**config.mk**
```make
export PLATFORM = sky130hd
export DESIGN_NAME = lidar_sector_range_downsampler_core
export DESIGN_NICKNAME = d
export VERILOG_FILES = /design/src/design/lsrd_pkg.sv /design/src/design/lidar_sector_range_downsampler_core.sv /design/src/design/lsrd_div.sv
export SDC_FILE = /design/constraint.sdc
export NUM_CORES = 1
export LEC_CHECK = 0
export ABC_AREA = 0
export CAP_MARGIN = 5
export CORE_ASPECT_RATIO = 1.25
export CORE_MARGIN = 2
export CORE_UTILIZATION = 35
export CTS_BUF_LIST = sky130_fd_sc_hd__clkbuf_16
export DETAILED_ROUTE_END_ITERATION = 8
export DONT_BUFFER_PORTS = 1
export PLACE_DENSITY_LB_ADDON = 0.1
export RECOVER_POWER = 50
export SYNTH_ARGS = -nofsm -noshare
export SYNTH_HDL_FRONTEND = slang
export SYNTH_SLANG_ARGS = --single-unit
```
**constraint.sdc**
```tcl
create_clock -name i_clk -period 8.5 [get_ports i_clk]
set_clock_uncertainty 0.05 [all_clocks]
set_input_delay 2.55 -clock i_clk [delete_from_list [all_inputs] [get_ports i_clk]]
set_output_delay 2.55 -clock i_clk [all_outputs]
set_load 0.02 [all_outputs]
```
**src/design/lsrd_pkg.sv**
```systemverilog
package lsrd_pkg;

    // Controller states of the top level.
    typedef enum logic [1:0] {
        ST_IDLE,
        ST_DIV,
        ST_OUT
    } t_state;

    // Configuration register indexes.
    typedef logic [1:0] t_cfg_index;
    localparam t_cfg_index CFG_SAMPLES_PER_SECTOR = 2'd0;
    localparam t_cfg_index CFG_SECTOR_COUNT       = 2'd1;
    localparam t_cfg_index CFG_RANGE_MIN_MM       = 2'd2;
    localparam t_cfg_index CFG_RANGE_MAX_MM       = 2'd3;

    // Reset values of the configuration registers.
    localparam logic [6:0]  RST_SAMPLES_PER_SECTOR = 7'd5;
    localparam logic [10:0] RST_SECTOR_COUNT       = 11'd72;
    localparam logic [15:0] RST_RANGE_MIN_MM       = 16'd20;
    localparam logic [15:0] RST_RANGE_MAX_MM       = 16'd12000;

    // Status of the serial divider as seen by its controller.
    typedef struct packed {
        logic busy;
        logic done;
    } t_div_status;

    // Truncating division of a 16-bit value by ten. The reciprocal
    // 52429 / 2^19 is exact over the whole 16-bit range.
    function automatic logic [12:0] div10(input logic [15:0] x);
        logic [31:0] p;
        p = {16'd0, x} * 32'd52429;
        return p[31:19];
    endfunction

endpackage

```
**src/design/lidar_sector_range_downsampler_core.sv**
```systemverilog
// Lidar sector range downsampler.
//
// Range samples enter on the s-side stream: tdata carries distance_mm,
// tuser the not-finite flag and tlast the end of a scan. Valid samples of
// each sector are averaged and one request per finished sector whose slot
// is below MAX_SECTORS leaves on the m-side stream: tdata carries slot and
// the sector range in cm, tuser has_data, and tlast marks the last sector.
// Registers are written through the cfg channel, which is always ready;
// write them only while the block is idle.
// Samples are taken while the controller is idle. A sample that closes an
// emitted sector starts the bit-serial divider, which works out one quotient
// bit per cycle over the width of the sector sum; the input stalls until
// the controller has passed through the division and output states, and
// the result is loaded into the output register from the output state.
// The output register parts the two sides: samples keep coming in while a
// result waits. If the receiver stalls, the next finished sector waits in
// the controller and the input stalls until the output register frees up.
// Synchronous reset restores the register defaults and clears all counters.
module lidar_sector_range_downsampler_core #(
    parameter int MAX_SECTORS            = 72,
    parameter int MAX_SAMPLES_PER_SECTOR = 64,
    localparam int SW   = (MAX_SECTORS > 1) ? $clog2(MAX_SECTORS) : 1,
    localparam int OTDW = ((SW + 16 + 7) / 8) * 8
) (
    input  logic                        i_clk,
    input  logic                        i_rst_n,
    // Sample stream.
    input  logic                        i_s_tvalid,
    output logic                        o_s_tready,
    input  logic [15:0]                 i_s_tdata,   // [15:0] distance_mm
    input  logic                        i_s_tuser,   // [0] not_finite
    input  logic                        i_s_tlast,   // scan_end
    // Sector stream.
    output logic                        o_m_tvalid,
    input  logic                        i_m_tready,
    output logic [OTDW-1:0]             o_m_tdata,   // [SW-1:0] slot, [SW+15:SW] sector_cm
    output logic                        o_m_tuser,   // [0] has_data
    output logic                        o_m_tlast,   // final_sector
    // Configuration writes.
    input  logic                        i_cfg_valid,
    output logic                        o_cfg_ready,
    input  lsrd_pkg::t_cfg_index        i_cfg_index,
    input  logic [15:0]                 i_cfg_data
);
    import lsrd_pkg::*;

    localparam int VW   = $clog2(MAX_SAMPLES_PER_SECTOR + 1);
    localparam int SUMW = 16 + $clog2(MAX_SAMPLES_PER_SECTOR);
    localparam int DW   = $clog2(10 * MAX_SAMPLES_PER_SECTOR + 1);

    // Configuration registers and the window in centimeters.
    logic [6:0]  r_sps;
    logic [10:0] r_sec_count;
    logic [15:0] r_min_mm;
    logic [15:0] r_max_mm;
    logic [12:0] r_min_cm;
    logic [12:0] r_max_cm;

    // Scan counters.
    logic [SUMW-1:0] r_sum;
    logic [VW-1:0]   r_valid;
    logic [VW-1:0]   r_pos;
    logic [10:0]     r_sec_num;

    // Pending sector and output register.
    t_state          r_state;
    t_state          n_state;
    logic            r_empty;
    logic [SW-1:0]   r_slot;
    logic            r_final;
    logic            r_m_valid;
    logic [SW-1:0]   r_m_slot;
    logic [15:0]     r_m_dist;
    logic            r_m_has;
    logic            r_m_final;

    logic [VW-1:0]   sps_sat;
    logic            active;
    logic            in_win;
    logic [SUMW-1:0] sum_next;
    logic [VW-1:0]   valid_next;
    logic [VW-1:0]   pos_next;
    logic            finish;
    logic [10:0]     slot_full;
    logic            emit;
    logic            s_accept;
    logic            can_load;
    logic            load_out;
    logic [DW-1:0]   divisor;
    logic [SUMW-1:0] quotient;
    logic [SUMW-1:0] cm_value;
    logic [15:0]     cm_out;
    logic            has;
    t_div_status     div_status;

    assign o_cfg_ready = 1'b1;

    // Register writes; the centimeter window is worked out at write time.
    always_ff @(posedge i_clk) begin
        if (!i_rst_n) begin
            r_sps       <= RST_SAMPLES_PER_SECTOR;
            r_sec_count <= RST_SECTOR_COUNT;
            r_min_mm    <= RST_RANGE_MIN_MM;
            r_max_mm    <= RST_RANGE_MAX_MM;
            r_min_cm    <= div10(RST_RANGE_MIN_MM);
            r_max_cm    <= div10(RST_RANGE_MAX_MM);
        end else if (i_cfg_valid) begin
            unique case (i_cfg_index)
                CFG_SAMPLES_PER_SECTOR: r_sps <= i_cfg_data[6:0];
                CFG_SECTOR_COUNT:       r_sec_count <= i_cfg_data[10:0];
                CFG_RANGE_MIN_MM: begin
                    r_min_mm <= i_cfg_data;
                    r_min_cm <= div10(i_cfg_data);
                end
                CFG_RANGE_MAX_MM: begin
                    r_max_mm <= i_cfg_data;
                    r_max_cm <= div10(i_cfg_data);
                end
                default: ;
            endcase
        end
    end

    // Sample qualification and next counter values.
    always_comb begin
        if (32'(r_sps) > MAX_SAMPLES_PER_SECTOR) begin
            sps_sat = VW'(MAX_SAMPLES_PER_SECTOR);
        end else begin
            sps_sat = VW'(r_sps);
        end
        active     = (sps_sat != '0) && (r_sec_num < r_sec_count);
        in_win     = !i_s_tuser && (i_s_tdata >= r_min_mm) && (i_s_tdata <= r_max_mm);
        sum_next   = r_sum + (in_win ? SUMW'(i_s_tdata) : SUMW'(0));
        valid_next = r_valid + VW'(in_win);
        pos_next   = r_pos + 1'b1;
        finish     = active && (pos_next >= sps_sat);
        slot_full  = r_sec_count - 11'd1 - r_sec_num;
        emit       = finish && (slot_full < 11'(MAX_SECTORS));
        divisor    = DW'({valid_next, 3'b000}) + DW'({valid_next, 1'b0});
    end

    assign o_s_tready = (r_state == ST_IDLE);
    assign s_accept   = i_s_tvalid && o_s_tready;

    // Counter update on each accepted sample while active; scan end clears after it.
    always_ff @(posedge i_clk) begin
        if (!i_rst_n) begin
            r_sum     <= '0;
            r_valid   <= '0;
            r_pos     <= '0;
            r_sec_num <= '0;
        end else if (s_accept) begin
            if (i_s_tlast) begin
                r_sum     <= '0;
                r_valid   <= '0;
                r_pos     <= '0;
                r_sec_num <= '0;
            end else if (active) begin
                if (finish) begin
                    r_sum     <= '0;
                    r_valid   <= '0;
                    r_pos     <= '0;
                    r_sec_num <= r_sec_num + 11'd1;
                end else begin
                    r_sum   <= sum_next;
                    r_valid <= valid_next;
                    r_pos   <= pos_next;
                end
            end
        end
    end

    // Side data of the sector under division.
    always_ff @(posedge i_clk) begin
        if (s_accept && emit) begin
            r_empty <= (valid_next == '0);
            r_slot  <= slot_full[SW-1:0];
            r_final <= (r_sec_num + 11'd1 == r_sec_count);
        end
    end

    // Average: sector sum divided by ten times the valid count.
    lsrd_div #(
        .NW (SUMW),
        .DW (DW)
    ) u_div (
        .i_clk      (i_clk),
        .i_rst_n    (i_rst_n),
        .i_start    (s_accept && emit),
        .i_dividend (sum_next),
        .i_divisor  (divisor),
        .o_status   (div_status),
        .o_quotient (quotient)
    );

    // Classification of the average against the centimeter window.
    always_comb begin
        cm_value = r_empty ? SUMW'(r_max_cm) : quotient;
        has      = 1'b0;
        if (cm_value >= SUMW'(r_max_cm)) begin
            cm_out = 16'(r_max_cm) + 16'd1;
        end else if (cm_value < SUMW'(r_min_cm)) begin
            cm_out = 16'd0;
        end else begin
            cm_out = cm_value[15:0];
            has    = 1'b1;
        end
    end

    assign can_load = !r_m_valid || i_m_tready;

    // Controller: next state and output load.
    always_comb begin
        n_state  = r_state;
        load_out = 1'b0;
        unique case (r_state)
            ST_IDLE: begin
                if (s_accept && emit) begin
                    n_state = ST_DIV;
                end
            end
            ST_DIV: begin
                if (div_status.done) begin
                    n_state = ST_OUT;
                end
            end
            ST_OUT: begin
                if (can_load) begin
                    load_out = 1'b1;
                    n_state  = ST_IDLE;
                end
            end
            default: n_state = ST_IDLE;
        endcase
    end

    always_ff @(posedge i_clk) begin
        if (!i_rst_n) begin
            r_state <= ST_IDLE;
        end else begin
            r_state <= n_state;
        end
    end

    // Output register.
    always_ff @(posedge i_clk) begin
        if (!i_rst_n) begin
            r_m_valid <= 1'b0;
        end else if (load_out) begin
            r_m_valid <= 1'b1;
        end else if (i_m_tready) begin
            r_m_valid <= 1'b0;
        end
    end

    always_ff @(posedge i_clk) begin
        if (load_out) begin
            r_m_slot  <= r_slot;
            r_m_dist  <= cm_out;
            r_m_has   <= has;
            r_m_final <= r_final;
        end
    end

    assign o_m_tvalid = r_m_valid;
    assign o_m_tdata  = OTDW'({r_m_dist, r_m_slot});
    assign o_m_tuser  = r_m_has;
    assign o_m_tlast  = r_m_final;

endmodule

```
**src/design/lsrd_div.sv**
```systemverilog
module lsrd_div #(
    parameter int NW = 22,
    parameter int DW = 10
) (
    input  logic                       i_clk,
    input  logic                       i_rst_n,
    input  logic                       i_start,
    input  logic [NW-1:0]              i_dividend,
    input  logic [DW-1:0]              i_divisor,
    output lsrd_pkg::t_div_status      o_status,
    output logic [NW-1:0]              o_quotient
);
    import lsrd_pkg::*;

    localparam int CW = (NW > 1) ? $clog2(NW) : 1;

    logic [NW-1:0] r_num;
    logic [DW-1:0] r_rem;
    logic [DW-1:0] r_den;
    logic [CW-1:0] r_cnt;
    logic          r_busy;
    logic          r_done;

    logic [DW:0]   shifted;
    logic [DW:0]   diff;
    logic          q_bit;
    logic [DW-1:0] n_rem;

    // One restoring step: bring down the next dividend bit and try a subtract.
    always_comb begin
        shifted = {r_rem, r_num[NW-1]};
        diff    = shifted - {1'b0, r_den};
        q_bit   = (shifted >= {1'b0, r_den});
        n_rem   = q_bit ? diff[DW-1:0] : shifted[DW-1:0];
    end

    // Control: the run takes one step per dividend bit and ends with a one-cycle done pulse.
    always_ff @(posedge i_clk) begin
        if (!i_rst_n) begin
            r_busy <= 1'b0;
            r_done <= 1'b0;
            r_cnt  <= '0;
        end else begin
            r_done <= 1'b0;
            if (i_start) begin
                r_busy <= 1'b1;
                r_cnt  <= '0;
            end else if (r_busy) begin
                r_cnt <= r_cnt + 1'b1;
                if (r_cnt == CW'(NW - 1)) begin
                    r_busy <= 1'b0;
                    r_done <= 1'b1;
                end
            end
        end
    end

    // Datapath: the dividend shifts out at the top while quotient bits enter below.
    always_ff @(posedge i_clk) begin
        if (i_start) begin
            r_num <= i_dividend;
            r_rem <= '0;
            r_den <= i_divisor;
        end else if (r_busy) begin
            r_num <= {r_num[NW-2:0], q_bit};
            r_rem <= n_rem;
        end
    end

    assign o_status.busy = r_busy;
    assign o_status.done = r_done;
    assign o_quotient    = r_num;

endmodule
```
==> results.toml <==
[synthesis]
yosys_warnings = 0
avgSynthCellArea_sq_um = 9.10
ys.flop_type = "dfxtp_1"
syn_area_sq_mm = 0.0169
async_reset_ff_frac = 0
synth_edf_count = 65
netlist_instances = 1862
ys_seq_area_frac = 0.284
synth_cell_types = 83
ys_ff_latch = 208

[placed_design]
post-place-ws_ps = 469
dp.cells = 2461
hpwl_mm = 35.7
portBuffers = 0
dpl-instance-area_sq_mm = 0.0176
gp_congestion = 0.840

[finish]
final_cell_mix = "inv_1 (279), ha_1 (251), nand2_1 (147)"
design_area_sq_mm = 0.0183
fin_nets = 2220
stdcell_count = 2506
fin_util = 0.380
layout_commonest_cell = "inv_1"
area_growth_pct = 7.75
drive_above_1_share = 0.0425

[global_route]
grt_start_max_net_pins = 58
antenna_found_initial = 1
grt_pass1_vias = 12800
gr-total-overflow = 0
grt_first_pass_wirelength_mm = 72.1
track_usage = 0.182

[pwr]
fin_total_pwr_mw = 4.51
p_sw_mw = 1.88
p_clk_frac = 0.211
power_density_mw_per_mm2 = 247
p_sw_frac = 0.418
comb_power_share = 0.528
power_frac_seq = 0.261
vdd_ir_drop_max_mv = 0.158
leakagePower_nw = 7.95
p_int_mw = 2.62

[critical_path]
cp-start-kind = "input port"
worst-endpoint-required_ps = 8800
cp_data_arrival_time_ps = 7790
r2r_slack_ps = 2620
end_kind = "register"
cp_max_fo = 8
path_class = "in2reg"

[clock_tree]
tritoncts = "built"
ctsHoldBuffers = 0
cts.sink_count = 208
cts_setup_buffers = 0
numCtsBuffers = 24
cts_resized = 0
clkTransAtPathRegs_ps = 60
cts-root-buf = "clkbuf_16"
cts_buffer_depth = 3
htree_num_levels = 1
worstSkewPairLatency_ps = 540

[route]
drtIter0Drc = 482
drc_errors = 0
first_pass_iters = 4
ant_nets = 0
via_per_inst = 5.07
wirelength_mm = 45.5
vias = 12700
drt-wirelength-per-cell_um = 18.2

[floorplanning]
core_area_sq_mm = 0.0481
die_y_um = 250
rows = 90
pin_count = 70
initial_core_util = 0.352
die_area_sq_mm = 0.0502
dieWidth_um = 201

[sta]
slew_violations = 133
timing.hold.ws_ps = 370
setup_viol = 0
relSlewSlack = -1.13
max_freq_ghz = 0.134
worst_pin_slew_ps = 3200
rsz0062_at_grt = "false"
fin_setup_tns_ps = 0
period_minus_slack_ps = 7490
hold_viol_final = 0
timing.final.crit_share = 0.881
fin_ws_ps = 1010

[status]
violations = "capacitance limit, slew limit"
outcome = "complete, but fails checks"

[job]
cap_viol_max_count = 3

[worst_hold_path]
hold_class = "reg2reg"
[synth_stat cells, drive strengths merged, types with 12 or more instances]
library cell / count / share of area
nand4: 14 / 0.0052
buf: 23 / 0.0078
nor2: 109 / 0.024
inv: 275 / 0.061
dfxtp: 143 / 0.17
a22oi: 24 / 0.011
and3: 25 / 0.0092
edfxtp: 65 / 0.12
xor2: 27 / 0.014
a211oi: 18 / 0.0092
nor3: 26 / 0.0077
nor2b: 12 / 0.0044
nor3b: 15 / 0.0066
nand3: 60 / 0.018
o211ai: 18 / 0.0080
o21ai: 86 / 0.026
a31oi: 16 / 0.0066
o21a: 15 / 0.0066
fa: 85 / 0.10
mux2i: 18 / 0.011
a21oi: 124 / 0.037
clkbuf: 38 / 0.0085
xnor2: 61 / 0.032
ha: 251 / 0.19
mux2: 32 / 0.021
a21o: 27 / 0.012
nand2: 147 / 0.033
[layer usage]
metal / vias to the layer above / track usage / part of all wire
li1: 6380 / - / -
met1: 6097 / 0.238 / 0.47
met2: 170 / 0.307 / 0.47
met3: 49 / 0.0273 / 0.038
met4: 0 / 0.0595 / 0.027
met5: - / 0 / 0
[sequential cells by signal, summed over array words and instances, names as in the netlist, 2 cells and up]
register          flops
r_max_cm             13
r_pos                 7
r_valid               7
r_m_slot              7
r_sec_count          11
r_sps                 7
r_state               2
r_max_mm             16
u_div.r_den           9
r_slot                7
r_min_mm             16
u_div.r_cnt           5
u_div.r_rem          10
r_min_cm             13
r_sum                22
r_sec_num            11
r_m_dist             16
u_div.o_quotient     22
[final cells by class]
class,count,area (sq um)
Sequential cell,208,4810
Antenna cell,1,2.50
Timing Repair Buffer,14,78.8
Inverter,275,1030
Multi-Input combinational cell,1320,10800
Fill cell,4891,29800
Clock inverter,20,109
Tap cell,644,806
Clock buffer,24,601
[power groups by stage]
stage,Sequential [mW],Combinational (mW),Clock (mW)
final,1.18,2.38,0.949
after global routing,1.19,2.74,1.02
after CTS,1.18,2.41,0.987
after detailed placement,1.20,2.38,0
after global placement,1.20,2.37,0
after floorplan,1.17,1.82,0
[critical path, cell delays in order]
cell and delay, ps:
ha_1 310, inv_1 70, fa_1 560, inv_1 70, fa_1 510, fa_1 540, inv_1 50, fa_1 500
fa_1 540, inv_1 40, ha_1 290, a211oi_1 290, o21ai_0 170, a211oi_1 280, a21oi_2 140, a2111oi_0 450
nor3_1 170, xnor2_1 170, o21ai_1 70
[logic make-up (layout without fill, tap and decap cells)]
family | Yosys count | count (layout) | synth area share
AOI/OAI and AO/OA | 381 | 381 | 0.145
adders and majority gates | 336 | 336 | 0.286
muxes | 50 | 50 | 0.0319
buffers and inverters | 336 | 333 | 0.0773
DFF | 208 | 208 | 0.284
and+or+nand+nor | 461 | 461 | 0.130
xor gates and xnor gates | 88 | 88 | 0.0455
other | 2 | 5 | 0.000443
[final timing paths]
path,to,from,cells after the start
max,r_max_cm[10],i_cfg_data[1],19
min,r_m_slot[6],r_slot[6],0
max reg2reg,u_div.o_quotient[11],r_sec_num[0],11
min reg2reg,r_m_slot[6],r_slot[6],0
Power figures use the tool's default switching activity.
